==> src/rtl/core/rpi_pkg.sv <==
// Shared types and codes of the radial profile interpolator.
package rpi_pkg;

   localparam logic CMD_LOAD  = 1'b0;
   localparam logic CMD_QUERY = 1'b1;

   localparam logic [2:0] CSR_DIMENSIONS = 3'd0;
   localparam logic [2:0] CSR_CENTRE_X   = 3'd1;
   localparam logic [2:0] CSR_CENTRE_Y   = 3'd2;
   localparam logic [2:0] CSR_CENTRE_Z   = 3'd3;
   localparam logic [2:0] CSR_COUNT      = 3'd4;
   localparam logic [2:0] CSR_PRESSURE   = 3'd5;

   localparam logic [2:0] OP_DENSITY = 3'd0;
   localparam logic [2:0] OP_SILICON = 3'd1;
   localparam logic [2:0] OP_SULFUR  = 3'd2;
   localparam logic [2:0] OP_IRON    = 3'd3;
   localparam logic [2:0] OP_VEL_X   = 3'd4;
   localparam logic [2:0] OP_VEL_Y   = 3'd5;
   localparam logic [2:0] OP_VEL_Z   = 3'd6;

   typedef struct packed {
      logic        cmd;
      logic [7:0]  entry_index;
      logic [31:0] entry_radius;
      logic [31:0] entry_density;
      logic [15:0] entry_silicon;
      logic [15:0] entry_sulfur;
      logic [15:0] entry_iron;
      logic [32:0] off_x;
      logic [32:0] off_y;
      logic [32:0] off_z;
      logic [31:0] elapsed;
   } queue_item_type;

   typedef struct packed {
      logic [8:0]  entry_count;
      logic [31:0] pressure_factor;
   } back_cfg_type;

   typedef struct packed {
      logic full;
      logic empty;
   } fifo_status_type;

   typedef enum logic [3:0] {
      ST_IDLE,
      ST_SQUARE,
      ST_ROOT,
      ST_SEARCH_RD,
      ST_SEARCH_CMP,
      ST_FETCH_LO,
      ST_FETCH_WAIT,
      ST_MUL_A,
      ST_MUL_B,
      ST_DIV,
      ST_PRESS,
      ST_FINISH
   } back_state_type;

endpackage

==> src/rtl/core/rpi_fifo.sv <==
// Two-entry item queue between the front and back parts.
module rpi_fifo
   import rpi_pkg::*;
(
   input  logic            clock,
   input  logic            reset,
   input  logic            push,
   input  queue_item_type  push_item,
   input  logic            pop,
   output queue_item_type  head_item,
   output fifo_status_type status
);

   queue_item_type entries_ff [2];
   logic           wr_ptr_ff;
   logic           rd_ptr_ff;
   logic [1:0]     count_ff;
   logic [1:0]     count_in;

   assign head_item    = entries_ff[rd_ptr_ff];
   assign status.full  = (count_ff == 2'd2);
   assign status.empty = (count_ff == 2'd0);

   always_comb begin
      count_in = count_ff;
      if (push && !pop) begin
         count_in = count_ff + 2'd1;
      end else if (pop && !push) begin
         count_in = count_ff - 2'd1;
      end
   end

   always_ff @(posedge clock) begin
      if (reset) begin
         wr_ptr_ff <= 1'b0;
         rd_ptr_ff <= 1'b0;
         count_ff  <= 2'd0;
      end else begin
         if (push) begin
            wr_ptr_ff <= ~wr_ptr_ff;
         end
         if (pop) begin
            rd_ptr_ff <= ~rd_ptr_ff;
         end
         count_ff <= count_in;
      end
   end

   always_ff @(posedge clock) begin
      if (push) begin
         entries_ff[wr_ptr_ff] <= push_item;
      end
   end

endmodule

==> config.mk <==
export PLATFORM = sky130hd
export DESIGN_NAME = rpi_fifo
export DESIGN_NICKNAME = d
export VERILOG_FILES = /design/src/rtl/core/rpi_pkg.sv /design/src/rtl/core/rpi_fifo.sv
export SDC_FILE = /design/constraint.sdc
export NUM_CORES = 1
export LEC_CHECK = 0
export ABC_CLOCK_PERIOD_IN_PS = 12500
export BUFFER_PORTS_ARGS = -buffer_cell sky130_fd_sc_hd__clkbuf_2
export CAP_MARGIN = 20
export CORE_ASPECT_RATIO = 0.9
export CORE_MARGIN = 2
export CORE_UTILIZATION = 47
export CTS_BUF_LIST = sky130_fd_sc_hd__clkbuf_4 sky130_fd_sc_hd__clkbuf_8 sky130_fd_sc_hd__clkbuf_16
export CTS_CLUSTER_DIAMETER = 30
export DETAILED_ROUTE_END_ITERATION = 10
export PLACE_DENSITY = 0.76
export SYNTH_ARGS = -nofsm -noshare
export SYNTH_HDL_FRONTEND = slang
export SYNTH_SLANG_ARGS = --single-unit
==> constraint.sdc <==
create_clock -name clock -period 12.5 [get_ports clock]
set_clock_uncertainty 0.2 [all_clocks]
set_input_delay 0.625 -clock clock [delete_from_list [all_inputs] [get_ports clock]]
set_output_delay 0.625 -clock clock [all_outputs]
set_load 0.05 [all_outputs]
==> results.md <==
Run status:
- The run finished with clean final reports.

Die:
- The number of ports placed on the die boundary is 510.
- The region available for standard cell placement spans around 39000 um^2.
- The die is 213 um wide.
- The count of standard-cell rows is 68.
- The initial utilization of the core area, before any placement, comes to 0.479.
- The die is 192 um tall.
- The floorplan step defined a die boundary enclosing roughly 40000 um^2.

Route:
- Across all layers, the routed design uses 11100 vias.
- Detailed routing placed a total of around 5.2 mm of wire on met3.
- The remaining antenna violation count after routing is 0.
- After detailed routing, the wire length on met1 is 18.1 mm.
- For this run, design rule violations remaining after detail routing come to 0.
- The detailed router finished its first iteration with 929 violations.
- The met2 layer wire length in the routed design is 25.1 mm.
- Before antenna repair, the detailed router went through 5 iterations.
- Using the TritonRoute via totals, the vias-per-cell ratio works out to 5.12.
- Dividing the detail-routed wire length by the instance count gives about 23 um.
- The highest signal layer in the routed design is met5.
- The total routed wirelength is ~50 mm.

Layout:
- Measured on the finished design, the core utilization comes to 0.688.
- The number of nets in the layout is 1825.
- Compared with the post-synthesis result, the final layout area differs by 43.6%.
- In the final layout, the share of cells above drive strength 1 is 0.566.
- The count of fill cells added during filler insertion is 2315.

Global routing:
- Entering global routing, the biggest net connects 181 pins.
- The first global-routing pass estimated about 70 mm of wire.
- The global-route congestion overflow total is 0.
- The number of global-route vias before repair came to 11900.
- Across every metal layer, demand over resource in global routing totals 0.239.
- The initial antenna violation count is 6.

Synth:
- When the netlist entered floorplanning its net count stood at 1063.
- The sequential area share after synthesis is 0.826.
- The most common cell in the synthesized netlist is sky130_fd_sc_hd__edfxtp_1.
- The number of flops mapped to enable cells by yosys is 504.
- The area share of the largest cell type after synthesis is 0.820.
- The Yosys step of the flow raised 0 warnings.
- Synthesis produced between 800 and 900 cells.
- By count the netlist is led by 504 x sky130_fd_sc_hd__edfxtp_1, 252 x sky130_fd_sc_hd__mux2_2, 21 x sky130_fd_sc_hd__buf_6.
- In the post-synthesis netlist, the biggest area contributors are sky130_fd_sc_hd__edfxtp_1 82%, sky130_fd_sc_hd__mux2_2 15%, sky130_fd_sc_hd__buf_6 1.3%.
- Averaged over all synthesized cells, the footprint is ~23 um^2.
- Of all cell types, the one taking the most synthesized area is sky130_fd_sc_hd__edfxtp_1.
- The total standard cell area after synthesis is 18400 um^2.
- Among all flip-flop cells after synthesis, the most frequent one is sky130_fd_sc_hd__edfxtp_1.
- The number of distinct library cell variants in the gate-level netlist after synthesis is 15.
- Counting flops with an async set or reset pin after synthesis yields a share of 0.
- In this run, synthesis produced a sequential element count of 509.

Place:
- During placement, the flow inserted port buffers numbering about 500.
- The weighted congestion at the end of routability-driven global placement is 0.976.

Min path:
- The path with the worst hold slack has its endpoint at entries_ff[0][122].
- The tightest min-delay check is of the in -> reg type.
- Counting instances, the worst hold path has a depth of 1.
- The startpoint of the tightest hold check path is push_item[122].

Clock tree:
- The maximum root-to-sink buffer count is 3.
- The post-cts repair resize count is 0.
- TritonCTS built the clock tree.
- The H-tree was split into 3 levels.
- The cell at the root of the clock tree is sky130_fd_sc_hd__clkbuf_16.
- Buffers inserted during clock tree synthesis total between 90 and 100.
- The clock insertion delay at the later pin of the skew report is 0.59 ns.
- Clock tree synthesis found a total of 509 sinks.
- The CTS clock-pin slew for the worst setup and hold paths is 0.05 ns.

Critical path:
- STA classifies the critical path endpoint as an output pin.
- In this run the critical register-to-register path is launched from wr_ptr_ff.
- Data on the critical path arrives at its endpoint at around 3.8 ns.
- The worst setup path is launched from a register.
- The depth of the most critical reg-to-reg path is 3.
- By startpoint and endpoint, the worst setup path is classified as reg -> out.
- The endpoint identified for the worst register-to-register timing path is entries_ff[1][221].
- The required time of the critical path is 11.68 ns.
- For flop-to-flop paths, the worst setup slack is just over 9 ns.
- The critical-path maximum fanout is 75.

Run:
- The tool flagged a number of max-cap violations equal to 0.

STA:
- Setup repair after global routing left no endpoint under its margin.
- The count of final hold-check violations is 0.
- The highest clock frequency the design can meet is 0.218 GHz.
- The final number of max-transition violations is 0.
- Setup violations remaining at the end of the flow were counted as 0.
- Adding up every negative setup slack in the final design gives 0 ns.
- The relative slew slack is 0.212.
- In the finished design, the share of the clock period the worst path needs comes to 0.367.
- At the pin with the least slew margin, the transition time is approximately 1.2 ns.
- The final critical path time including I/O delays and setup is roughly 4.6 ns.

Power and ir drop:
- In this run the power density over the cells is between 200 and 250 nW/um^2.
- Across the VDD grid, the largest voltage drop is 0.000182 V.
- The leakage power summed over all cells is 10.2 nW.
## routing by layer
metal	vias up	track usage
li1	4803	-
met1	5505	0.277
met2	706	0.403
met3	91	0.0901
met4	2	0.0912
met5	-	0
## cell usage in the layout, fill, tap and decap left out, drive strengths merged
| master | synthesis | layout |
|---|---|---|
| dfxtp | 5 | 5 |
| xor2 | 2 | 2 |
| and2 | 1 | 1 |
| mux2 | 252 | 252 |
| xnor2 | 2 | 2 |
| buf | 28 | 8 |
| nor2 | 5 | 5 |
| bufinv | 0 | 16 |
| clkbuf | 0 | 610 |
| edfxtp | 504 | 504 |
| or3 | 1 | 1 |
| clkinv | 0 | 36 |
| clkinvlp | 0 | 10 |
| o21ai | 1 | 1 |
| inv | 1 | 5 |
| diode | 0 | 5 |
| a21oi | 1 | 1 |
| ha | 1 | 1 |
| nor2b | 2 | 2 |
| dlygate4sd3 | 0 | 179 |
## repair_timing
action / CTS / global route
hold buffers: 176 / 3
endpoints found under the hold margin: 338 / 3
setup buffers: 0 / 0
## area by class of cell
class / count / area [um^2] / share of cell area
Tap cell: 525 / 657 / 0.0248
Clock inverter: 66 / 803 / 0.0303
Inverter: 1 / 3.75 / 0.000142
Timing Repair Buffer: 696 / 4410 / 0.166
Antenna cell: 5 / 12.5 / 0.000472
Multi-Input combinational cell: 268 / 2950 / 0.111
Sequential cell: 509 / 15200 / 0.575
Clock buffer: 101 / 2420 / 0.0914
## kinds of logic (layout without fill, tap and decap cells)
logic type,Yosys count,in the layout,share of synthesized area
simple gates,9,9,0.00237
flops,509,509,0.826
compound gates,2,2,0.000542
other cells,0,5,0
buf+inv,29,864,0.0149
fa+ha+maj,1,1,0.000678
xor+xnor,4,4,0.00190
mux,252,252,0.154
## how the worst max path moves through the flow
stage,startpoint,end,slack [ns],depth (start not counted)
global placement,register,head_item[221],8.66,4
finish,register,head_item[209],7.91,4
CTS,register,head_item[231],7.91,4
global route,register,head_item[198],7.73,4
detailed placement,register,head_item[223],8.58,4
floorplan,push,entries_ff[0][0],4.67,1
## stage by stage
stage	instances	cell area [um^2]	hold slack (ns)	total power, mW	setup WS, ns
finish	2171	26500	0.0353	5.35	7.91
global route	2170	26500	0.000815	5.49	7.73
CTS	2163	26500	0.000173	5.34	7.91
detailed placement	1820	21500	0.299	2.75	8.58
global placement	1820	21500	0.293	2.73	8.66
floorplan	806	18500	0.261	2.59	4.67
## critical path: stages, from the launching register on
cell                       delay, ns
sky130_fd_sc_hd__dfxtp_4        0.81
sky130_fd_sc_hd__buf_4          0.73
sky130_fd_sc_hd__buf_4          0.81
sky130_fd_sc_hd__mux2_2         0.43
sky130_fd_sc_hd__clkbuf_2       0.25
## sequential cells by signal (all words and copies together), names as in the netlist, named ones only
register    cells
count_ff        2
entries_ff    504
rd_ptr_ff       1
wr_ptr_ff       1
## power breakdown
group	internal, mW	total (mW)	switching, mW	leakage [nW]
Sequential	2.00	2.04	0.0397	4.77
Clock	1.73	2.57	0.841	1.56
Combinational	0.217	0.740	0.523	3.90
(Power assumes the default switching activity.)
