`config.mk`:
```
export PLATFORM = sky130hd
export DESIGN_NAME = rpi_front_flat
export DESIGN_NICKNAME = d
export VERILOG_FILES = /design/src/rtl/core/rpi_pkg.sv /design/src/rtl/core/rpi_if.sv /design/src/rtl/core/rpi_front.sv /design/src/flat_wrapper.sv
export SDC_FILE = /design/constraint.sdc
export NUM_CORES = 1
export LEC_CHECK = 0
export ABC_AREA = 1
export BUFFER_PORTS_ARGS = -buffer_cell sky130_fd_sc_hd__buf_2
export CAP_MARGIN = 20
export CORE_AREA = 5 5 222 224
export CTS_CLUSTER_SIZE = 14
export DETAILED_ROUTE_END_ITERATION = 12
export DIE_AREA = 0 0 227 229
export HOLD_SLACK_MARGIN = 0.15
export REMOVE_ABC_BUFFERS = 1
export SLEW_MARGIN = 20
export SYNTH_ARGS = -nofsm -noshare
export SYNTH_HDL_FRONTEND = slang
export SYNTH_SLANG_ARGS = --single-unit
export TNS_END_PERCENT = 100
```
`constraint.sdc`:
```
create_clock -name clock -period 4.6 [get_ports clock]
set_input_delay 0.92 -clock clock [delete_from_list [all_inputs] [get_ports clock]]
set_output_delay 0.92 -clock clock [all_outputs]
set_load 0.02 [all_outputs]
```
`src/rtl/core/rpi_pkg.sv`:
```
// Shared types and codes of the radial profile interpolator.
package rpi_pkg;

   localparam logic CMD_LOAD  = 1'b0;
   localparam logic CMD_QUERY = 1'b1;

   localparam logic [2:0] CSR_DIMENSIONS = 3'd0;
   localparam logic [2:0] CSR_CENTRE_X   = 3'd1;
   localparam logic [2:0] CSR_CENTRE_Y   = 3'd2;
   localparam logic [2:0] CSR_CENTRE_Z   = 3'd3;
   localparam logic [2:0] CSR_COUNT      = 3'd4;
   localparam logic [2:0] CSR_PRESSURE   = 3'd5;

   localparam logic [2:0] OP_DENSITY = 3'd0;
   localparam logic [2:0] OP_SILICON = 3'd1;
   localparam logic [2:0] OP_SULFUR  = 3'd2;
   localparam logic [2:0] OP_IRON    = 3'd3;
   localparam logic [2:0] OP_VEL_X   = 3'd4;
   localparam logic [2:0] OP_VEL_Y   = 3'd5;
   localparam logic [2:0] OP_VEL_Z   = 3'd6;

   typedef struct packed {
      logic        cmd;
      logic [7:0]  entry_index;
      logic [31:0] entry_radius;
      logic [31:0] entry_density;
      logic [15:0] entry_silicon;
      logic [15:0] entry_sulfur;
      logic [15:0] entry_iron;
      logic [32:0] off_x;
      logic [32:0] off_y;
      logic [32:0] off_z;
      logic [31:0] elapsed;
   } queue_item_type;

   typedef struct packed {
      logic [8:0]  entry_count;
      logic [31:0] pressure_factor;
   } back_cfg_type;

   typedef struct packed {
      logic full;
      logic empty;
   } fifo_status_type;

   typedef enum logic [3:0] {
      ST_IDLE,
      ST_SQUARE,
      ST_ROOT,
      ST_SEARCH_RD,
      ST_SEARCH_CMP,
      ST_FETCH_LO,
      ST_FETCH_WAIT,
      ST_MUL_A,
      ST_MUL_B,
      ST_DIV,
      ST_PRESS,
      ST_FINISH
   } back_state_type;

endpackage

```
`src/rtl/core/rpi_if.sv`:
```
// Channel interfaces of the radial profile interpolator.
interface rpi_req_if;
   logic        valid;
   logic        ready;
   logic        cmd;
   logic [7:0]  entry_index;
   logic [31:0] entry_radius;
   logic [31:0] entry_density;
   logic [15:0] entry_silicon;
   logic [15:0] entry_sulfur;
   logic [15:0] entry_iron;
   logic signed [31:0] pos_x;
   logic signed [31:0] pos_y;
   logic signed [31:0] pos_z;
   logic [31:0] elapsed;
   modport source(output valid, cmd, entry_index, entry_radius, entry_density,
                  entry_silicon, entry_sulfur, entry_iron, pos_x, pos_y, pos_z,
                  elapsed, input ready);
   modport sink(input valid, cmd, entry_index, entry_radius, entry_density,
                entry_silicon, entry_sulfur, entry_iron, pos_x, pos_y, pos_z,
                elapsed, output ready);
endinterface


interface rpi_csr_if;
   logic        valid;
   logic        ready;
   logic [2:0]  index;
   logic [31:0] data;
   modport source(output valid, index, data, input ready);
   modport sink(input valid, index, data, output ready);
endinterface

```
`src/rtl/core/rpi_front.sv`:
```
// Front part: configuration registers, item intake and centre offsets.
module rpi_front
   import rpi_pkg::*;
(
   input  logic            clock,
   input  logic            reset,
   rpi_req_if.sink         req_ch,
   rpi_csr_if.sink         csr_ch,
   input  fifo_status_type fifo_status,
   output logic            push,
   output queue_item_type  push_item,
   output back_cfg_type    back_cfg
);

   logic [1:0]  dims_ff;
   logic [31:0] centre_x_ff;
   logic [31:0] centre_y_ff;
   logic [31:0] centre_z_ff;
   logic [8:0]  count_ff;
   logic [31:0] pressure_ff;

   assign csr_ch.ready = 1'b1;
   assign req_ch.ready = !fifo_status.full;
   assign push         = req_ch.valid && !fifo_status.full;

   assign back_cfg.entry_count     = count_ff;
   assign back_cfg.pressure_factor = pressure_ff;

   always_ff @(posedge clock) begin
      if (reset) begin
         dims_ff     <= 2'd1;
         centre_x_ff <= 32'd0;
         centre_y_ff <= 32'd0;
         centre_z_ff <= 32'd0;
         count_ff    <= 9'd2;
         pressure_ff <= 32'd42950;
      end else if (csr_ch.valid) begin
         unique case (csr_ch.index)
            CSR_DIMENSIONS: dims_ff     <= csr_ch.data[1:0];
            CSR_CENTRE_X:   centre_x_ff <= csr_ch.data;
            CSR_CENTRE_Y:   centre_y_ff <= csr_ch.data;
            CSR_CENTRE_Z:   centre_z_ff <= csr_ch.data;
            CSR_COUNT:      count_ff    <= csr_ch.data[8:0];
            CSR_PRESSURE:   pressure_ff <= csr_ch.data;
            default: ;
         endcase
      end
   end

   // Offsets are exact 33-bit differences; inactive axes contribute zero.
   always_comb begin
      push_item.cmd           = req_ch.cmd;
      push_item.entry_index   = req_ch.entry_index;
      push_item.entry_radius  = req_ch.entry_radius;
      push_item.entry_density = req_ch.entry_density;
      push_item.entry_silicon = req_ch.entry_silicon;
      push_item.entry_sulfur  = req_ch.entry_sulfur;
      push_item.entry_iron    = req_ch.entry_iron;
      push_item.elapsed       = req_ch.elapsed;
      push_item.off_x = {req_ch.pos_x[31], req_ch.pos_x} - {centre_x_ff[31], centre_x_ff};
      push_item.off_y = 33'd0;
      push_item.off_z = 33'd0;
      if (dims_ff > 2'd1) begin
         push_item.off_y = {req_ch.pos_y[31], req_ch.pos_y} - {centre_y_ff[31], centre_y_ff};
      end
      if (dims_ff > 2'd2) begin
         push_item.off_z = {req_ch.pos_z[31], req_ch.pos_z} - {centre_z_ff[31], centre_z_ff};
      end
   end

endmodule

```
`src/flat_wrapper.sv`:
```
// flat-port wrapper written by rule: the top's interface ports become plain ports
module rpi_front_flat import rpi_pkg::*;
  (clock, reset, fifo_status, push, push_item, back_cfg, req_ch_valid, req_ch_cmd, req_ch_entry_index, req_ch_entry_radius, req_ch_entry_density, req_ch_entry_silicon, req_ch_entry_sulfur, req_ch_entry_iron, req_ch_pos_x, req_ch_pos_y, req_ch_pos_z, req_ch_elapsed, req_ch_ready, csr_ch_valid, csr_ch_index, csr_ch_data, csr_ch_ready);
  rpi_req_if req_ch_i ();
  rpi_csr_if csr_ch_i ();
  input  logic clock;
  input  logic reset;
  input  fifo_status_type fifo_status;
  output logic push;
  output queue_item_type push_item;
  output back_cfg_type back_cfg;
  input wire logic [$bits(req_ch_i.valid)-1:0] req_ch_valid;
  input wire logic [$bits(req_ch_i.cmd)-1:0] req_ch_cmd;
  input wire logic [$bits(req_ch_i.entry_index)-1:0] req_ch_entry_index;
  input wire logic [$bits(req_ch_i.entry_radius)-1:0] req_ch_entry_radius;
  input wire logic [$bits(req_ch_i.entry_density)-1:0] req_ch_entry_density;
  input wire logic [$bits(req_ch_i.entry_silicon)-1:0] req_ch_entry_silicon;
  input wire logic [$bits(req_ch_i.entry_sulfur)-1:0] req_ch_entry_sulfur;
  input wire logic [$bits(req_ch_i.entry_iron)-1:0] req_ch_entry_iron;
  input wire logic [$bits(req_ch_i.pos_x)-1:0] req_ch_pos_x;
  input wire logic [$bits(req_ch_i.pos_y)-1:0] req_ch_pos_y;
  input wire logic [$bits(req_ch_i.pos_z)-1:0] req_ch_pos_z;
  input wire logic [$bits(req_ch_i.elapsed)-1:0] req_ch_elapsed;
  output wire logic [$bits(req_ch_i.ready)-1:0] req_ch_ready;
  input wire logic [$bits(csr_ch_i.valid)-1:0] csr_ch_valid;
  input wire logic [$bits(csr_ch_i.index)-1:0] csr_ch_index;
  input wire logic [$bits(csr_ch_i.data)-1:0] csr_ch_data;
  output wire logic [$bits(csr_ch_i.ready)-1:0] csr_ch_ready;
  assign req_ch_i.valid = req_ch_valid;
  assign req_ch_i.cmd = req_ch_cmd;
  assign req_ch_i.entry_index = req_ch_entry_index;
  assign req_ch_i.entry_radius = req_ch_entry_radius;
  assign req_ch_i.entry_density = req_ch_entry_density;
  assign req_ch_i.entry_silicon = req_ch_entry_silicon;
  assign req_ch_i.entry_sulfur = req_ch_entry_sulfur;
  assign req_ch_i.entry_iron = req_ch_entry_iron;
  assign req_ch_i.pos_x = req_ch_pos_x;
  assign req_ch_i.pos_y = req_ch_pos_y;
  assign req_ch_i.pos_z = req_ch_pos_z;
  assign req_ch_i.elapsed = req_ch_elapsed;
  assign req_ch_ready = req_ch_i.ready;
  assign csr_ch_i.valid = csr_ch_valid;
  assign csr_ch_i.index = csr_ch_index;
  assign csr_ch_i.data = csr_ch_data;
  assign csr_ch_ready = csr_ch_i.ready;
  rpi_front u_core (.clock(clock), .reset(reset), .req_ch(req_ch_i), .csr_ch(csr_ch_i), .fifo_status(fifo_status), .push(push), .push_item(push_item), .back_cfg(back_cfg));
endmodule
```
==> metrics.md <==
| Metric | Value |
|---|---|
| Root Buffer Master | clkbuf_16 |
| Power Density | 267.8 nW/um^2 |
| Async set-or-reset flop fraction in the synthesized netlist | 0% |
| Hold_buf cts | 0 |
| Gate power share | 32.4% |
| CTS tree | done |
| Top delay family on crit path | adder cells |
| First drt pass iteration count | 6 |
| CTS Buf Count | 17 |
| Clock Skews | 0 ns |
| Post-Syn Area | 13660 um^2 |
| RSZ-0062 raised after global routing | no |
| Critical Path Slowest Stage Cell | fa_1 |
| DIE AREA | 51980 um^2 |
| Sw Share | 37.90% |
| GRT overflow | 0 |
| Number of global-route vias before repair | 13430 |
| Core Rows | 80 |
| Int Pwr | 2523 uW |
| WP data arrival | 2.96 ns |
| Final wirelength | 85850 um |
| Drt initial violations | 1015 |
| Post-synth top cells | 618 x nand2_1, 405 x inv_1, 217 x nor2_1 |
| Fin cells | 3081 |
| Total number of vias | 14570 |
| Mapped Cells | 2341 |
| Register area share after synthesis | 20.37% |
| Max Buffers Root-to-Sink | 2 |
| Final-layout fill cell count | 5433 |
| Share of cells above drive strength 1 | 17.49% |
| # setup viols final | 0 |
| Worst Path Buf+Inv | 4 |
| Placed wire-length estimate | 76950 um |
| Least-Margin Pin Slew | 0.9844 ns |
| Hold WC Path Type | reg -> reg |
| Final hold vios | 0 |
| Chip height | 229 um |
| Dpl cell area | 14540 um^2 |
| Final Net Count | 2835 |
| Tcrit/Tclk final | 84.25% |
| Port bufs | 277 |
| Clock insertion delay at the later pin of the skew report | 0.44 ns |
| Synthesis Warnings | 0 |
| Slew Viols, Final | 0 |
| Share of the synthesized area in the top cell type | 20.37% |
| Area of the multi-input gates | 7888 um^2 |
| Postcts setup bufs | 0 |
| Clock slew at reported path FFs | 0.07 ns |
| First-pass GRT wire length | 111700 um |
| Synth Register Bits | 139 |
| GRT Util Overall | 31.56% |
| Core box area | 47150 um^2 |
| IO Count | 586 |
| Final hold slack | 0.4546 ns |
| Main synth FF type | dfxtp_1 |
| Syn_area_per_cell | 5.836 um^2 |
| CP max FO | 5 |
| FF/Latch Area | 2783 um^2 |
| Clock power share | 36.5% |
| Minimum clock period | 3.875 ns |
| Post-route cell area | 15170 um^2 |
| Wire per inst | 27.87 um |
| Area Overhead vs Synth | 11.05% |
| Synth unique cells | 33 |
| Final GP Congestion | 1.029 |
| Leakage | 0.008208 uW |
| Worst ir drop on vdd | 0.0002582 V |
| Antenna Nets Post-Route | 0 |
| EDFF count, synth | 0 |
| Startpoint Class | input pin |
| Crit Path Category | in -> out |
| Largest net degree at the start of global routing | 64 |
| CP Cell Sequence | buf_2 > inv_1 > ha_1 > fa_1 > inv_1 > nand2_1 > nand2_1 > nand4_1 > nand3_1 > o21ai_0 > a21oi_1 > buf_2 |
| Via density | 4.728 |
| Sink Count | 139 |
| Post-route DRC | 0 |
| Kind of end point of the critical path | primary output |
| MaxCap Viol Count | 0 |
| Post_cts resized | 0 |
| Cell taking the most area after synthesis | dfxtp_1 |
| Critical Path RT | 3.68 ns |
| Slew headroom | 34.38% |
| H-tree levels | 4 |
| Worst path max stage delay | 0.38 ns |
| Placed Cells | 3042 |
| Setup total negative slack | 0 ns |
| Sw power | 1540 uW |
| Synth area leaders | dfxtp_1 20%, nand2_1 17%, inv_1 11% |
| Status | finished, final reports clean |
| Die width | 227 um |
| Top-count cell post-synth | nand2_1 |
| Initial Utilization | 28.98% |
| FMAX | 0.2580 GHz |
| Sequential share of power | 31.0% |
| Initial antenna violation count | 10 |
cell usage in the layout (no fill, tap or decap), types with 3 or more instances in the layout:
master	instances
diode_2	7
nand2_2	36
o21bai_1	9
inv_2	33
nand2_1	618
nor2_2	21
nor3_1	12
clkinv_4	3
nand3_1	91
dfxtp_1	139
nor3_2	13
xnor2_1	10
ha_1	96
inv_8	3
clkbuf_16	17
fa_1	3
xor2_1	14
clkinv_1	3
nor2_1	217
and2_1	16
a21o_1	4
nand4_1	12
buf_4	7
inv_1	404
o21ai_1	3
o21ai_0	165
nor2_4	4
clkbuf_8	3
buf_2	277
a21oi_1	208
power groups by stage:
stage               logic (uW)  clock network, uW  registers [uW]
floorplan                  848                  0            1300
global placement          1300                  0            1290
detailed placement        1300                  0            1290
CTS                       1310               1520            1260
global route              1460               1560            1260
finish                    1320               1480            1260
logic make-up (layout without fill, tap and decap cells):
group,count (synthesis),count (layout),share of synthesized area [%]
compound gates,390,390,14.55
flops,139,139,20.37
simple gates,1049,1049,32.38
fa+ha+maj,99,99,9.232
buf+inv,639,757,21.90
other cells,1,8,0.02745
xor+xnor,24,24,1.539
final cells by class:
class / instances / share of cell area, %
Sequential cell: 139 / 18.34
Multi-Input combinational cell: 1563 / 51.99
Clock buffer: 20 / 3.076
Timing Repair Buffer: 284 / 9.484
Tap cell: 615 / 5.072
Clock inverter: 12 / 1.006
Antenna cell: 7 / 0.1155
Inverter: 441 / 10.92
registers in the layout, summed over array words and instances, names as in the netlist:
signal              cells
u_core.dims_ff          2
u_core.centre_z_ff     32
u_core.count_ff         9
u_core.centre_x_ff     32
u_core.pressure_ff     32
u_core.centre_y_ff     32
final timing paths:
check | slack [ns] | end | from | depth (start not counted)
min | 0.45 | u_core.pressure_ff[8]$_SDFFE_PP1P_ | u_core.pressure_ff[8]$_SDFFE_PP1P_ | 2
min reg2reg | 0.45 | u_core.pressure_ff[8]$_SDFFE_PP1P_ | u_core.pressure_ff[8]$_SDFFE_PP1P_ | 2
max reg2reg | 3.30 | u_core.dims_ff[1]$_SDFFE_PP0P_ | u_core.dims_ff[1]$_SDFFE_PP0P_ | 3
max | 0.72 | push_item[44] | req_ch_pos_z[0] | 12
routing by layer:
layer / track usage, % / wire [um] / up-vias
li1: - / - / 7297
met1: 25.96 / 24360 / 6341
met2: 48.77 / 36980 / 782
met3: 31.44 / 18960 / 136
met4: 15.10 / 4920 / 10
met5: 8.918 / 634 / -
per-stage QoR:
step                      total power, uW  worst slack [ns]  util, %
after floorplan                      2150             1.163        -
after global placement               2589            0.7609    30.83
after detailed placement             2590            0.7691    30.83
after CTS                            4087            0.7662    32.14
after global routing                 4291            0.6135    32.18
final                                4063            0.7246    32.18
tightest hold or removal path, stage by stage (launching register included):
cell,delay (ns)
dfxtp_1,0.32
nand2_1,0.05
nand3_1,0.05
Note: power is estimated with default switching activity, not from simulation.
